<file path="src/design/ngc_pkg.sv">
`timescale 1ns / 1ps
`default_nettype none
// ----------------------------------------------------------------------------
// ngc_pkg
// Shared types and constants of the normalized gear chunker.
// ----------------------------------------------------------------------------
package ngc_pkg;

  // Configuration register indexes
  localparam logic [2:0] REG_MIN_SIZE    = 3'd0;
  localparam logic [2:0] REG_NORMAL_SIZE = 3'd1;
  localparam logic [2:0] REG_MAX_SIZE    = 3'd2;
  localparam logic [2:0] REG_STRICT_MASK = 3'd3;
  localparam logic [2:0] REG_LOOSE_MASK  = 3'd4;

  // Reset values of the configuration registers
  localparam logic [15:0] MIN_SIZE_RST    = 16'(6 * 1024);
  localparam logic [15:0] NORMAL_SIZE_RST = 16'(8 * 1024);
  localparam logic [15:0] MAX_SIZE_RST    = 16'(8192 * 4);
  localparam logic [63:0] STRICT_MASK_RST = 64'h0000_f907_0353_0000;
  localparam logic [63:0] LOOSE_MASK_RST  = 64'h0000_d900_0353_0000;

  // Input kinds on tuser
  localparam logic OP_DATA = 1'b0;
  localparam logic OP_LOAD = 1'b1;

  // Chunk end causes
  localparam logic [1:0] CAUSE_CUT = 2'd0;
  localparam logic [1:0] CAUSE_MAX = 2'd1;
  localparam logic [1:0] CAUSE_END = 2'd2;

  // Queue between front and back
  localparam int QUEUE_DEPTH    = 2;
  localparam int QUEUE_PTR_BITS = 1;

  // Result buffer in the back end
  localparam int RES_DEPTH    = 4;
  localparam int RES_PTR_BITS = 2;

  typedef struct packed {
    logic [15:0] min_size;
    logic [15:0] normal_size;
    logic [15:0] max_size;
    logic [63:0] strict_mask;
    logic [63:0] loose_mask;
  } cfg_t;

  // Classified data byte: its gear word and end-of-stream mark
  typedef struct packed {
    logic [63:0] gear;
    logic        eos;
  } gear_item_t;

  typedef struct packed {
    logic [15:0] chunk_length;
    logic [1:0]  end_cause;
    logic        last_of_run;
  } result_t;

endpackage
`default_nettype wire

</file>
<file path="src/design/ngc_queue.sv">
`timescale 1ns / 1ps
`default_nettype none
// ----------------------------------------------------------------------------
// ngc_queue
// Short FIFO of classified items between the front and the back end.
// ----------------------------------------------------------------------------
module ngc_queue (
  input  wire logic                  clk,
  input  wire logic                  rst,
  input  wire logic                  wr_valid,
  output logic                       wr_ready,
  input  wire ngc_pkg::gear_item_t   wr_item,
  output logic                       rd_valid,
  input  wire logic                  rd_ready,
  output ngc_pkg::gear_item_t        rd_item
);

  ngc_pkg::gear_item_t                 slots [ngc_pkg::QUEUE_DEPTH];
  logic [ngc_pkg::QUEUE_PTR_BITS-1:0]  wr_ptr;
  logic [ngc_pkg::QUEUE_PTR_BITS-1:0]  rd_ptr;
  logic [ngc_pkg::QUEUE_PTR_BITS:0]    count;
  logic                                do_wr;
  logic                                do_rd;

  assign wr_ready = count != (ngc_pkg::QUEUE_PTR_BITS+1)'(ngc_pkg::QUEUE_DEPTH);
  assign rd_valid = count != '0;
  assign do_wr    = wr_valid && wr_ready;
  assign do_rd    = rd_valid && rd_ready;
  assign rd_item  = slots[rd_ptr];

  always_ff @(posedge clk) begin
    if (do_wr) begin
      slots[wr_ptr] <= wr_item;
    end
  end

  always_ff @(posedge clk) begin
    if (rst) begin
      wr_ptr <= '0;
      rd_ptr <= '0;
      count  <= '0;
    end else begin
      if (do_wr) begin
        wr_ptr <= wr_ptr + 1'b1;
      end
      if (do_rd) begin
        rd_ptr <= rd_ptr + 1'b1;
      end
      unique case ({do_wr, do_rd})
        2'b10:   count <= count + 1'b1;
        2'b01:   count <= count - 1'b1;
        default: count <= count;
      endcase
    end
  end

endmodule
`default_nettype wire

</file>
<file path="config.mk">
export PLATFORM = sky130hd
export DESIGN_NAME = ngc_queue
export DESIGN_NICKNAME = d
export VERILOG_FILES = /design/src/design/ngc_pkg.sv /design/src/design/ngc_queue.sv
export SDC_FILE = /design/constraint.sdc
export NUM_CORES = 1
export LEC_CHECK = 0
export BUFFER_PORTS_ARGS = -buffer_cell sky130_fd_sc_hd__buf_2
export CAP_MARGIN = 5
export CORE_AREA = 3 3 107 109
export DETAILED_ROUTE_END_ITERATION = 8
export DIE_AREA = 0 0 110 112
export MAX_ROUTING_LAYER = met4
export PLACE_DENSITY = 0.81
export RECOVER_POWER = 25
export SLEW_MARGIN = 40
export SYNTH_ARGS = -nofsm -noshare
export SYNTH_HDL_FRONTEND = slang
export SYNTH_SLANG_ARGS = --single-unit
</file>
<file path="constraint.sdc">
create_clock -name clk -period 2.7 [get_ports clk]
set_clock_uncertainty 0.05 [all_clocks]
set_input_delay 0.135 -clock clk [delete_from_list [all_inputs] [get_ports clk]]
set_output_delay 0.135 -clock clk [all_outputs]
set_load 0.05 [all_outputs]
</file>
After elaboration in Yosys (flattened, before gate mapping)
Memory sizes are Yosys's and may differ from the RTL's. A register that Yosys moved wholly into a read port is not among the register bits.
Cells that the tools add are included.
- output and inout port bits: 67
- register bits after elaboration: 4
- memory bits (writable): 130
- logic and storage cells: 20
- memories: 1
- input bits: 69
- multiplexer cells: 5
- reduce and logical (&&, ||, !) cells: 4
- $add $sub $neg: 4
- equal/unequal tests: 3
- memory list (memory ; depth ; width ; rd ports ; clocked after Yosys merged registers in ; write ports ; line ; source):
    slots ; 2 ; 65 ; 1 ; 1 ; 1 ; ngc_queue.sv:18 ; ngc_pkg::gear_item_t slots [ngc_pkg::QUEUE_DEPTH];
- operators with widths (kind ; number):
    1-bit 2-to-1 mux ; 4
    2-bit case mux with 2 select lines ; 1
    2-bit nonzero test ; 2
    1-bit adder, second input constant ; 2
    2-bit by 1-bit adder with 2-bit output, second input constant ; 1
    2-bit by 1-bit == test with 1-bit output, second input constant ; 1
    2-bit == test, second input constant ; 1
    1-bit logical AND ; 2
    2-bit != test, second input constant ; 1
    2-bit by 1-bit subtractor with 2-bit output, second input constant ; 1

Depth between registers and ports, before layout
- word-level depth: 4
- gate-level depth with buffers: 6
- gate-level depth less buffers: 6

Worst setup path after synthesis
OpenSTA, ideal clock, no wires.
- path type: flip-flop to flip-flop
- from: register count[0] in the netlist's numbering
- to: memory slots[1][0] in the netlist's numbering (enable)
- library setup time: 0.430 ns
- required time: 2.220 ns
- data arrival time: 2.575 ns
- clock period less this slack: 3.055 ns
- path buffers: 0
- cell stages (with the launch flop): 3
- path slack: -0.355 ns
- cell sequence: dfxtp_1 > nand2b_1 > and3_1
- cells in the longest elaborated chain, start to end: 4
- ends and longest elaborated chain (element ; line ; source):
    start: declaration ; ngc_queue.sv:21 ; logic [ngc_pkg::QUEUE_PTR_BITS:0] count;
    start signal: assignment ; ngc_queue.sv:50 ; 2'b10: count <= count + 1'b1;
    start signal: assignment ; ngc_queue.sv:51 ; 2'b01: count <= count - 1'b1;
    start signal: assignment ; ngc_queue.sv:52 ; default: count <= count;
    2-bit != test ; ngc_queue.sv:25 ; assign wr_ready = count != (ngc_pkg::QUEUE_PTR_BITS+1)'(ngc_pkg::QUEUE_DEPTH);
    net wr_ready ; ngc_queue.sv:11 ; output logic wr_ready,
    1-bit logical AND ; ngc_queue.sv:27 ; assign do_wr = wr_valid && wr_ready;
    1-bit 2-to-1 mux ; ngc_queue.sv:32 ; if (do_wr) begin
    1-bit 2-to-1 mux (implied by the code) ; ngc_queue.sv:33 ; slots[wr_ptr] <= wr_item;
    end: declaration ; ngc_queue.sv:18 ;
The timed path passes the listed nets, and every way through them passes these cells.

==> qor.txt <==
power density cells - 1078 nW/um^2
Mapped Nets - 296
register area - 4005 um^2
Post-Syn Area per Cell - 21.71 um^2
Via density - 4.736
r2r startpoint - count[0]$_SDFFE_PP0P_
Critical Path Source Type - register
DR pass1 iterations - 4
Avg WL per Cell - 15.55 um
Setup TNS - 0 ns
vias in the first global route - 3048
Hold Violations, Final - 0
CTS tree - yes
yosys synthesis warning count - 0
reg2reg end - slots[0][10]$_DFFE_PP_
Synth cell types - 20
Final Setup Violations - 0
maximum fanout along the worst path - 34
Area Growth Syn to Fin - 42.08%
CTS root buf - clkbuf_8
number of fillers in the final layout - 736
Met3 Wirelength - 456 um
fin. max-slew vios - 0
DIE AREA - 12320 um^2
post-route ant nets - 0
worst r2r path cells - 4
RSZ-0062 raised after global routing - no
Max IR drop VDD - 0.0007159 V
clock latency on the worst-skew pair - 0.50 ns
Die Ht - 112 um
CP endpoint - rd_item[58]
Multi-input gate area - 852.1 um^2
Reg clk slew, reported paths - 0.06 ns
register-to-register setup slack - 0.99 ns
Lkg Pwr - 2.587 nW
CTS buffer count - 17
highest routed layer - met4
initial antenna violation count - 0
n_diodes - 0
initial detailed-routing violation count - 72
Worst Hold Class - in -> reg
I/O pins - 136
IO buf count - 135
max-cap violations - 0
Remaining Overflow, GRT - 0
final net count - 516
clock sinks - 135
status - finished, final reports clean
DR WL met2 - 5154 um
Post-synth ARST share - 0
Setup crit end kind - output pin
first-pass GRT wire length - 14170 um
register area share after synthesis - 0.8161
postcts setup bufs - 0
RePlAce Congestion - 0.7165
Die X - 110 um
Core Footprint - 10700 um^2
# DRC - 0
fin crit period - 2.027 ns
Post-synth EDFFs - 130
Max Freq - 493.5 MHz
Metal-1 WL - 3547 um
slew margin rel. - 0.6919
Tcrit/Tclk final - 0.7506
area of the mapped netlist - 4906 um^2
Starting Density - 0.4586
final setup margin - 0.6735 ns
DP HPWL - 5600 um
row cnt - 38
actual slew at the worst max-slew pin - 0.4622 ns
largest net degree at the start of global routing - 35
required time of the critical path - 2.52 ns
DP Worst Slack - 0.9792 ns
gr usage total - 0.1604
arrival time worst endpoint - 1.84 ns
#FFs+latches synth - 135
top_reg_cell synth - edfxtp_1
clock buffer depth - 2
via count - 2837
final wirelength - 9312 um
H-tree level count - 4
Synth Instances - 226
layout cell share with drive strength beyond 1 - 0.4684
WS Path Type - reg -> out
==> stage by stage <==
step | instance area (um^2) | hold slack, ns | total power [mW] | utilization | instances
floorplan | 4911 | 0.1541 | 4.824 | - | 226
global placement | 5761 | 0.2721 | 5.314 | 0.5385 | 500
detailed placement | 5761 | 0.2762 | 5.355 | 0.5385 | 500
CTS | 7003 | 0.001212 | 7.593 | 0.6546 | 599
global route | 6970 | 0.04728 | 7.827 | 0.6516 | 599
finish | 6970 | 0.02719 | 7.514 | 0.6516 | 599
==> metal layers <==
layer | up-vias | GRT usage
met3 | 18 | 0.05101
met5 | - | -
li1 | 1333 | -
met4 | 0 | 0.06234
met2 | 97 | 0.2820
met1 | 1389 | 0.1628
==> layout by cell type (no fill, tap or decap) <==
master / count
nand3b_1: 1
dfxtp_2: 1
a21bo_2: 1
clkinvlp_4: 3
a21oi_1: 2
dlygate4sd3_1: 67
dfxtp_1: 4
o21a_1: 1
edfxtp_1: 130
clkinv_2: 1
mux2_2: 65
clkbuf_8: 1
xor2_1: 1
ha_1: 1
o21ai_0: 1
clkinv_1: 1
clkinv_4: 7
nor2_1: 3
nand2b_1: 1
or2_2: 1
clkbuf_2: 4
clkbuf_16: 16
clkbuf_1: 27
and3_2: 1
buf_2: 105
bufinv_16: 2
inv_6: 1
buf_4: 6
nand2_1: 1
xnor2_1: 2
or3_1: 1
==> worst min path at each step <==
| stage | startpoint | slack (ns) | cells past startpoint | to |
|---|---|---|---|---|
| detailed placement | wr_item[60] | 0.28 | 1 | slots[1][60]$_DFFE_PP_ |
| CTS | rd_ready | 0.001 | 4 | rd_ptr$_SDFFE_PP0P_ |
| global route | rd_ready | 0.05 | 4 | register |
| global placement | wr_item[6] | 0.27 | 1 | slots[0][6]$_DFFE_PP_ |
| floorplan | rst | 0.15 | 1 | count[1]$_SDFFE_PP0P_ |
| finish | rd_ready | 0.03 | 4 | rd_ptr$_SDFFE_PP0P_ |
==> Yosys cell counts (2+ instances only) <==
cell type  number  area (um^2)
dfxtp_1         5        100.1
a21oi_1         2        10.01
mux2_2         65        732.0
nor2_1          3        11.26
xnor2_1         2        17.52
buf_4           5        37.54
edfxtp_1      130         3904
buf_2           2        10.01
==> flip-flops by register name, summed over array words and instances, names as in the netlist, named ones only <==
signal / cells
wr_ptr: 1
count: 2
rd_ptr: 1
slots: 130
==> area by class of cell <==
| class | count | share of cell area |
|---|---|---|
| Inverter | 1 | 0.001077 |
| Multi-Input combinational cell | 83 | 0.1222 |
| Tap cell | 140 | 0.02513 |
| Sequential cell | 135 | 0.5746 |
| Clock inverter | 14 | 0.02208 |
| Timing Repair Buffer | 208 | 0.1949 |
| Clock buffer | 18 | 0.05995 |
==> report_power, final <==
part           total [mW]  switching, mW  internal, mW
sequential           2.73         0.0816          2.65
clock                2.14          0.821          1.32
combinational        2.64           1.88         0.765
==> timing repair <==
action / CTS / global route
hold buffers: 67 / 0
resized for setup: 0 / 0
hold endpoints to repair: 135 / 0
==> worst max-delay path: stages (launching register included) <==
cell and delay, ns:
dfxtp_2 0.32, buf_4 0.38, mux2_2 0.41, buf_2 0.22
==> kinds of logic (layout without fill, tap and decap cells) <==
logic type,count (synthesis),count (layout),synth area share
compound gates,5,5,0.006631
xor+xnor,3,3,0.005357
fa+ha+maj,1,1,0.002550
buf+inv,8,241,0.01046
flops,135,135,0.8161
mux,65,65,0.1492
simple gates,9,9,0.009694
Note: power is estimated with default switching activity, not from simulation.
