**config.mk**
```make
export PLATFORM = sky130hd
export DESIGN_NAME = ngc_back
export DESIGN_NICKNAME = d
export VERILOG_FILES = /design/src/design/ngc_pkg.sv /design/src/design/ngc_back.sv
export SDC_FILE = /design/constraint.sdc
export NUM_CORES = 1
export LEC_CHECK = 0
export BUFFER_PORTS_ARGS = -buffer_cell sky130_fd_sc_hd__buf_2
export CAP_MARGIN = 20
export CORE_UTILIZATION = 53
export DETAILED_ROUTE_END_ITERATION = 16
export PLACE_DENSITY_LB_ADDON = 0.12
export SYNTH_ARGS = -nofsm -noshare
export SYNTH_HDL_FRONTEND = slang
export SYNTH_SLANG_ARGS = --single-unit
```
**constraint.sdc**
```tcl
create_clock -name clk -period 10 [get_ports clk]
set_input_delay 0.5 -clock clk [delete_from_list [all_inputs] [get_ports clk]]
set_output_delay 0.5 -clock clk [all_outputs]
set_load 0.005 [all_outputs]
```
**src/design/ngc_pkg.sv**
```systemverilog
`timescale 1ns / 1ps
`default_nettype none
// ----------------------------------------------------------------------------
// ngc_pkg
// Shared types and constants of the normalized gear chunker.
// ----------------------------------------------------------------------------
package ngc_pkg;

  // Configuration register indexes
  localparam logic [2:0] REG_MIN_SIZE    = 3'd0;
  localparam logic [2:0] REG_NORMAL_SIZE = 3'd1;
  localparam logic [2:0] REG_MAX_SIZE    = 3'd2;
  localparam logic [2:0] REG_STRICT_MASK = 3'd3;
  localparam logic [2:0] REG_LOOSE_MASK  = 3'd4;

  // Reset values of the configuration registers
  localparam logic [15:0] MIN_SIZE_RST    = 16'(6 * 1024);
  localparam logic [15:0] NORMAL_SIZE_RST = 16'(8 * 1024);
  localparam logic [15:0] MAX_SIZE_RST    = 16'(8192 * 4);
  localparam logic [63:0] STRICT_MASK_RST = 64'h0000_f907_0353_0000;
  localparam logic [63:0] LOOSE_MASK_RST  = 64'h0000_d900_0353_0000;

  // Input kinds on tuser
  localparam logic OP_DATA = 1'b0;
  localparam logic OP_LOAD = 1'b1;

  // Chunk end causes
  localparam logic [1:0] CAUSE_CUT = 2'd0;
  localparam logic [1:0] CAUSE_MAX = 2'd1;
  localparam logic [1:0] CAUSE_END = 2'd2;

  // Queue between front and back
  localparam int QUEUE_DEPTH    = 2;
  localparam int QUEUE_PTR_BITS = 1;

  // Result buffer in the back end
  localparam int RES_DEPTH    = 4;
  localparam int RES_PTR_BITS = 2;

  typedef struct packed {
    logic [15:0] min_size;
    logic [15:0] normal_size;
    logic [15:0] max_size;
    logic [63:0] strict_mask;
    logic [63:0] loose_mask;
  } cfg_t;

  // Classified data byte: its gear word and end-of-stream mark
  typedef struct packed {
    logic [63:0] gear;
    logic        eos;
  } gear_item_t;

  typedef struct packed {
    logic [15:0] chunk_length;
    logic [1:0]  end_cause;
    logic        last_of_run;
  } result_t;

endpackage
`default_nettype wire

```
**src/design/ngc_back.sv**
```systemverilog
`timescale 1ns / 1ps
`default_nettype none
// ----------------------------------------------------------------------------
// ngc_back
// Chunk state: fingerprint update, cut and size decisions, result buffer.
// ----------------------------------------------------------------------------
module ngc_back #(
  parameter int LENGTH_BITS = 16
) (
  input  wire logic                  clk,
  input  wire logic                  rst,
  input  wire ngc_pkg::cfg_t         cfg,
  input  wire logic                  item_valid,
  output logic                       item_ready,
  input  wire ngc_pkg::gear_item_t   item,
  output logic                       res_valid,
  input  wire logic                  res_ready,
  output ngc_pkg::result_t           res
);

  localparam int CW = (LENGTH_BITS > 16) ? LENGTH_BITS : 16;

  logic [63:0]                       fp;
  logic [LENGTH_BITS-1:0]            pos;
  ngc_pkg::result_t                  res_buf [ngc_pkg::RES_DEPTH];
  logic [ngc_pkg::RES_PTR_BITS-1:0]  wr_ptr;
  logic [ngc_pkg::RES_PTR_BITS-1:0]  rd_ptr;
  logic [ngc_pkg::RES_PTR_BITS:0]    count;

  logic                    take;
  logic                    pop_res;
  logic                    close_a;
  logic [LENGTH_BITS-1:0]  pos_a;
  logic [63:0]             fp_a;
  logic                    fp_on;
  logic [63:0]             fp_sh;
  logic [63:0]             mask;
  logic                    cut;
  logic [LENGTH_BITS-1:0]  pos_b;
  logic [63:0]             fp_b;
  logic [LENGTH_BITS-1:0]  pos_c;
  logic                    close_b;
  logic                    first_v;
  logic [LENGTH_BITS-1:0]  pos_next;
  logic [63:0]             fp_next;
  ngc_pkg::result_t        first_r;
  ngc_pkg::result_t        second_r;
  logic [1:0]              n_res;

  // take an item only with room for two results
  assign item_ready = count <= (ngc_pkg::RES_PTR_BITS+1)'(ngc_pkg::RES_DEPTH - 2);
  assign take       = item_valid && item_ready;
  assign res_valid  = count != '0;
  assign pop_res    = res_valid && res_ready;
  assign res        = res_buf[rd_ptr];

  always_comb begin
    // chunk already at max size (limit lowered mid-chunk)
    close_a = (pos != '0) && (CW'(pos) >= CW'(cfg.max_size));
    pos_a   = close_a ? '0 : pos;
    fp_a    = close_a ? '0 : fp;
    fp_on   = CW'(pos_a) >= CW'(cfg.min_size);
    fp_sh   = {fp_a[62:0], 1'b0} + item.gear;
    mask    = (CW'(pos_a) < CW'(cfg.normal_size)) ? cfg.strict_mask : cfg.loose_mask;
    cut     = fp_on && (pos_a != '0) && ((fp_sh & mask) == '0);
    pos_b   = cut ? '0 : pos_a;
    if (cut) begin
      fp_b = (cfg.min_size == '0) ? item.gear : '0;
    end else begin
      fp_b = fp_on ? fp_sh : fp_a;
    end
    pos_c    = pos_b + 1'b1;
    close_b  = item.eos || (CW'(pos_c) >= CW'(cfg.max_size));
    first_v  = close_a || cut;
    pos_next = close_b ? '0 : pos_c;
    fp_next  = close_b ? '0 : fp_b;

    first_r.chunk_length  = 16'(pos);
    first_r.end_cause     = close_a ? ngc_pkg::CAUSE_MAX : ngc_pkg::CAUSE_CUT;
    first_r.last_of_run   = !close_b;
    second_r.chunk_length = 16'(pos_c);
    second_r.end_cause    = item.eos ? ngc_pkg::CAUSE_END : ngc_pkg::CAUSE_MAX;
    second_r.last_of_run  = 1'b1;
    n_res = 2'(first_v) + 2'(close_b);
  end

  always_ff @(posedge clk) begin
    if (take) begin
      if (first_v) begin
        res_buf[wr_ptr] <= first_r;
        if (close_b) begin
          res_buf[wr_ptr + 1'b1] <= second_r;
        end
      end else if (close_b) begin
        res_buf[wr_ptr] <= second_r;
      end
    end
  end

  always_ff @(posedge clk) begin
    if (rst) begin
      fp     <= '0;
      pos    <= '0;
      wr_ptr <= '0;
      rd_ptr <= '0;
      count  <= '0;
    end else begin
      if (take) begin
        fp     <= fp_next;
        pos    <= pos_next;
        wr_ptr <= wr_ptr + ngc_pkg::RES_PTR_BITS'(n_res);
      end
      if (pop_res) begin
        rd_ptr <= rd_ptr + 1'b1;
      end
      count <= count + (ngc_pkg::RES_PTR_BITS+1)'(take ? n_res : 2'd0)
                     - (ngc_pkg::RES_PTR_BITS+1)'(pop_res);
    end
  end

endmodule
`default_nettype wire

```
Word level (Yosys, flattened, before mapping)
Memories as Yosys holds them, arrays and structs flattened. A register that Yosys moved wholly into a read port is not among the register bits.
Cells that the tools add are included.

word-level totals
  register bits after elaboration = 86
  RAM bits = 76
  bits of input ports = 245
  output and inout bits = 21
  word-level logic and storage cells = 59
  memories kept = 1

operators by class
  add/sub/neg operators = 8
  magnitude comparators = 5
  multiplexer cells = 25
  bitwise gates (word level) = 2
  reductions and logical operators = 13

memory list
  name     words  bits a word  rd ports  clocked after Yosys merged registers in  wr ports  RTL line        source
  res_buf  4      19           1         1                                        2         ngc_back.sv:25  ngc_pkg::result_t res_buf [ngc_pkg::RES_DEPTH];

operators by type and width
  operator                                             number
  two-way mux 63 bit                                   5
  adder 64 bit                                         1
  AND 64 bit                                           1
  zero test 64 bit                                     1
  two-way mux 64 bit                                   1
  greater-or-equal comparator 16 bit                   3
  two-way mux 16 bit                                   3
  nonzero test 16 bit                                  2
  two-way mux 19 bit                                   1
  adder 16 x 1 -> 16 bit, second input constant        1
  zero test 16 bit                                     1
  less-than comparator 16 bit                          1
  two-way mux 1 bit                                    11
  two-way mux 2 bit                                    4
  logical AND 1 bit                                    5
  adder 2 x 1 -> 2 bit, second input constant          2
  adder 3 x 2 -> 3 bit                                 1
  <= comparator 3 x 2 -> 1 bit, second input constant  1
  nonzero test 3 bit                                   1
  subtractor 3 x 1 -> 3 bit                            1
  adder 1 x 1 -> 2 bit                                 1
  adder 2 bit                                          1
  logical OR 1 bit                                     2
  zero test 1 bit                                      1
  OR 1 bit                                             1

Logic depth before layout (Yosys ltp)
  depth in word-level cells = 17
  depth in mapped cells = 49
  gate-level depth less buffers = 43

Worst setup path before layout
Ideal clock, no wire load.

  path type = input port to flip-flop
  from = input port cfg[141] (netlist name)
  to = memory res_buf[3][10] (netlist name), enable pin
  setup time = 421 ps
  arrival = 10,083 ps
  data required time = 9,579 ps
  setup slack = -504 ps
  cell stages on the path = 42
  buffers on the path = 6
  cell sequence = inv_1 ha_1 a211oi_1 nor2_1 or3_1 o31ai_1 clkbuf_1 clkbuf_1 and2_1 ha_1 clkbuf_1 a21oi_1 o211ai_1 a211oi_4 o31ai_2 or4b_2 o311ai_0 o221ai_1 [... 6 more ...] nand2_1 inv_1 ha_1 nand2_1 nor2_1 nand2_1 nor3_1 xnor2_1 nor2_1 ha_1 o2111ai_1 o211ai_1 and2_1 clkbuf_1 ha_1 clkbuf_1 nor2_1 a211oi_1

RTL lines
  item         RTL line        source
  from (decl)  ngc_back.sv:12  input wire ngc_pkg::cfg_t cfg,
  to (decl)    ngc_back.sv:25

Worst setup path in the final report
  from = register pos[0]
  to = register count[1] (netlist name)

on the way
  longest elaborated chain between the ends = 16
  elaborated cells between the ends (all ways) = 23
  those cells by class = add/sub: 5; order compare: 4; mux: 5; bitwise: 1; reduce/logical: 8

ends and longest elaborated chain
  item                                                   RTL line         source
  from (decl)                                            ngc_back.sv:24   logic [LENGTH_BITS-1:0] pos;
  from (signal assigned)                                 ngc_back.sv:110  pos <= pos_next;
  branches (longest 12 deep; another with adder 64 bit)  --
  adder 1 x 1 -> 2 bit (*)                               ngc_back.sv:84   n_res = 2'(first_v) + 2'(close_b);
  two-way mux 2 bit (*)                                  ngc_back.sv:116  count <= count + (ngc_pkg::RES_PTR_BITS+1)'(take ? n_res : 2'd0)
  adder 3 x 2 -> 3 bit (*)                               ngc_back.sv:116
  subtractor 3 x 1 -> 3 bit (*)                          ngc_back.sv:117  - (ngc_pkg::RES_PTR_BITS+1)'(pop_res);
  to (signal assigned)                                   ngc_back.sv:116
  to (decl)                                              ngc_back.sv:28   logic [ngc_pkg::RES_PTR_BITS:0] count;

Every way passes the cells marked *.
A chain may end at the register's enable or synchronous reset.

==> reports/results.ini <==
[clock_tree]
clock-root-buffer=clkbuf_16
cts.sink_count=164
cts_made_buffers=17
insertion_delay_ns=0.47
path_clk_slew_ns=0.08
cts_tree=built
ctsHtreeMaxLevel=4
cts_max_path_buffers=2

[route]
num_vias=19514
ant_nets=0
firstDrtPassIters=8
drt-total-wl_um=67700
drc_errors=0
vias_per_cell=6.51
first_iter_violations=2193
wire_per_inst_um=22.6

[worst_setup_path]
crit_path_frequent_cell=ha_1
rr_endpoint=count[1]
endpoint_kind=flip-flop
cpPeakStageDelay_ns=0.52
reg2reg_from=pos[0]
required_ns=10.40
reg2reg_slack_ns=0.30
crit_type=flip-flop to flip-flop
crit_path_max_fanout=18
slowest_stage=fa_2
arrival_ns=10.09
r2r_cells=45
startpoint_type=flip-flop

[placement]
portBuffers=265
post-dp-hpwl_um=52900
pre_cts_ws_ns=-0.493
gp_congestion=1.06

[logic_synthesis]
async_flop_share_pct=0
netlist_area_sq_um=16600
ys_warn_count=0
synth_edf_count=72
synth_cell_types=94
synth.area.top_cells=edfxtp_1 (13%), dfxtp_1 (11%), ha_1 (10%)
yosys.area.top_type=edfxtp_1
synth_most_common_cell=nand2_1
syn_inst=2078
synth_nets=2457
syn_avg_cell_area_sq_um=7.97
ys_seq_area_share_pct=24.2
synthFlopType=dfxtp_1
ys_ff_latch=164
synthTopCellsByCount=nand2_1 (188), a21oi_1 (167), nor2_1 (157)
yosysTopAreaCellShare_pct=13.0

[run]
drv_cap=0

[pwr]
p_total_w=0.00200
ir_drop_mv=0.124
pwr_density_cell_nw_per_um2=91.1
p_leak_nw=10.1

[die]
fp.dieArea_sq_um=32000
die_h_um=179
ios=266
dieWidth_um=179
coreArea_sq_um=30700
rows=64
start_util_pct=54.0

[timing]
worst_pin_slew_ns=0.908
skew_ns=0.0187
setup_ws_ns=0.303
maxSlewViolCount=0
whs_ns=0.382
max-slew-margin-rel_pct=39.4
hold_viol=0
fmax_mhz=103
setup_violations=0
finalCritPeriodShare_pct=97.0
min_period_ns=9.70

[global_routing]
grt_pass1_vias=18651
grt_pass1_wl_um=101000
grt-ovfl-total=0
grt_usage_pct=41.3
grt_start_max_net_pins=77
antenna_found_initial=1

[cells_and_area]
syn2layout_area_growth_pct=32.3
diodes=0
drive_gt1_share_pct=30.6
fill_cells=2523
seqCellArea_sq_um=4000
nets=2968
multi_input_area_sq_um=12200

[worst_hold_path]
holdPathStages=3
min_to=fp[44]
worstHoldStart=item[45]
hold_path.class=input pin to flip-flop

[run_status]
status=finished clean

sequential cells by signal, indices dropped and copies added, names as in the netlist, named ones only:
signal	count
fp	63
rd_ptr	2
res_buf	76
pos	16
count	3
wr_ptr	2
worst max-delay path, delay by kind of cell (launching register included):
kind | cells | cell delay [ns]
flip-flops | 1 | 0.33
adder cells (fa/ha/maj) | 8 | 2.36
AO/OA/AOI/OAI | 15 | 3.66
AND/OR/NAND/NOR | 11 | 1.75
buffers and inverters | 9 | 1.10
XOR/XNOR | 2 | 0.38
stage by stage:
step | area [sq um] | cells | utilization (%) | TNS, ns
2_1_floorplan | 16600 | 2078 | - | 0
3_3_place_gp | 20700 | 2954 | 67.4 | -0.372
3_5_place_dp | 20700 | 2954 | 67.4 | -18.50
4_1_cts | 21300 | 2987 | 69.3 | 0
5_1_grt | 21900 | 2998 | 71.5 | -0.321
6_report | 21900 | 2998 | 71.5 | 0
layer usage:
metal | vias up | wire length (um) | GRT usage (%)
met2 | 1191 | 32300 | 70.4
met5 | - | 15 | 0
met4 | 2 | 4040 | 24.1
li1 | 8903 | - | -
met3 | 304 | 5680 | 6.04
met1 | 9114 | 25700 | 49.2
worst max-delay path by stage:
stage | start | to | slack, ns | depth (start not counted)
finish | pos[0] | count[1] | 0.30 | 45
detailed placement | cfg[140] | count[2] | -0.49 | 46
global route | pos[14] | count[1] | -0.15 | 46
CTS | pos[13] | count[2] | 0.04 | 47
floorplan | cfg[141] | res_buf[0][10] | 0.04 | 42
global placement | cfg[141] | count[2] | -0.20 | 45
area by class of cell:
type                    count  share of cell area, %
clock buffers              17                   1.94
inverters                  91                   1.57
clock inverters            15                  0.679
flip-flops and latches    164                   18.3
well taps                 396                   2.26
multi-input cells        1698                   55.9
repair buffers            617                   19.4
cell families (layout without fill, tap and decap cells):
family          count (synthesis)  in the layout  synth area share, %
compound gates                722            722                 29.9
simple gates                  714            714                 21.4
buf+inv                       216            740                 5.44
flops                         164            164                 24.2
fa+ha+maj                     134            134                 10.2
mux                            73             73                 5.90
xor+xnor                       55             55                 2.95
cells in the final DEF (no fill, tap or decap), types with 33 or more instances in the layout:
cell type / n
buf_4: 326
buf_2: 265
nand2_1: 186
nor2_1: 154
a21oi_1: 153
o21ai_0: 129
ha_1: 121
dfxtp_1: 92
inv_1: 89
and2_1: 83
a22o_1: 83
nand3_1: 77
edfxtp_1: 72
a21o_1: 57
mux2i_1: 46
a211oi_1: 40
nor3_1: 39
nand4_1: 33
power breakdown:
part           leakage, nW  switching (W)  total (W)  internal, W
clock network        0.279       0.000344   0.000678     0.000335
logic                 8.41       0.000317   0.000581     0.000264
registers             1.45      0.0000199   0.000737     0.000717
timing repair:
action,CTS,global route
endpoints found under the setup margin,10,160
resized for setup,2,112
gates cloned,0,2
buffers inserted,1,9
hold buffers,0,0
pin swaps,1,32
Power figures use the tool's default switching activity.
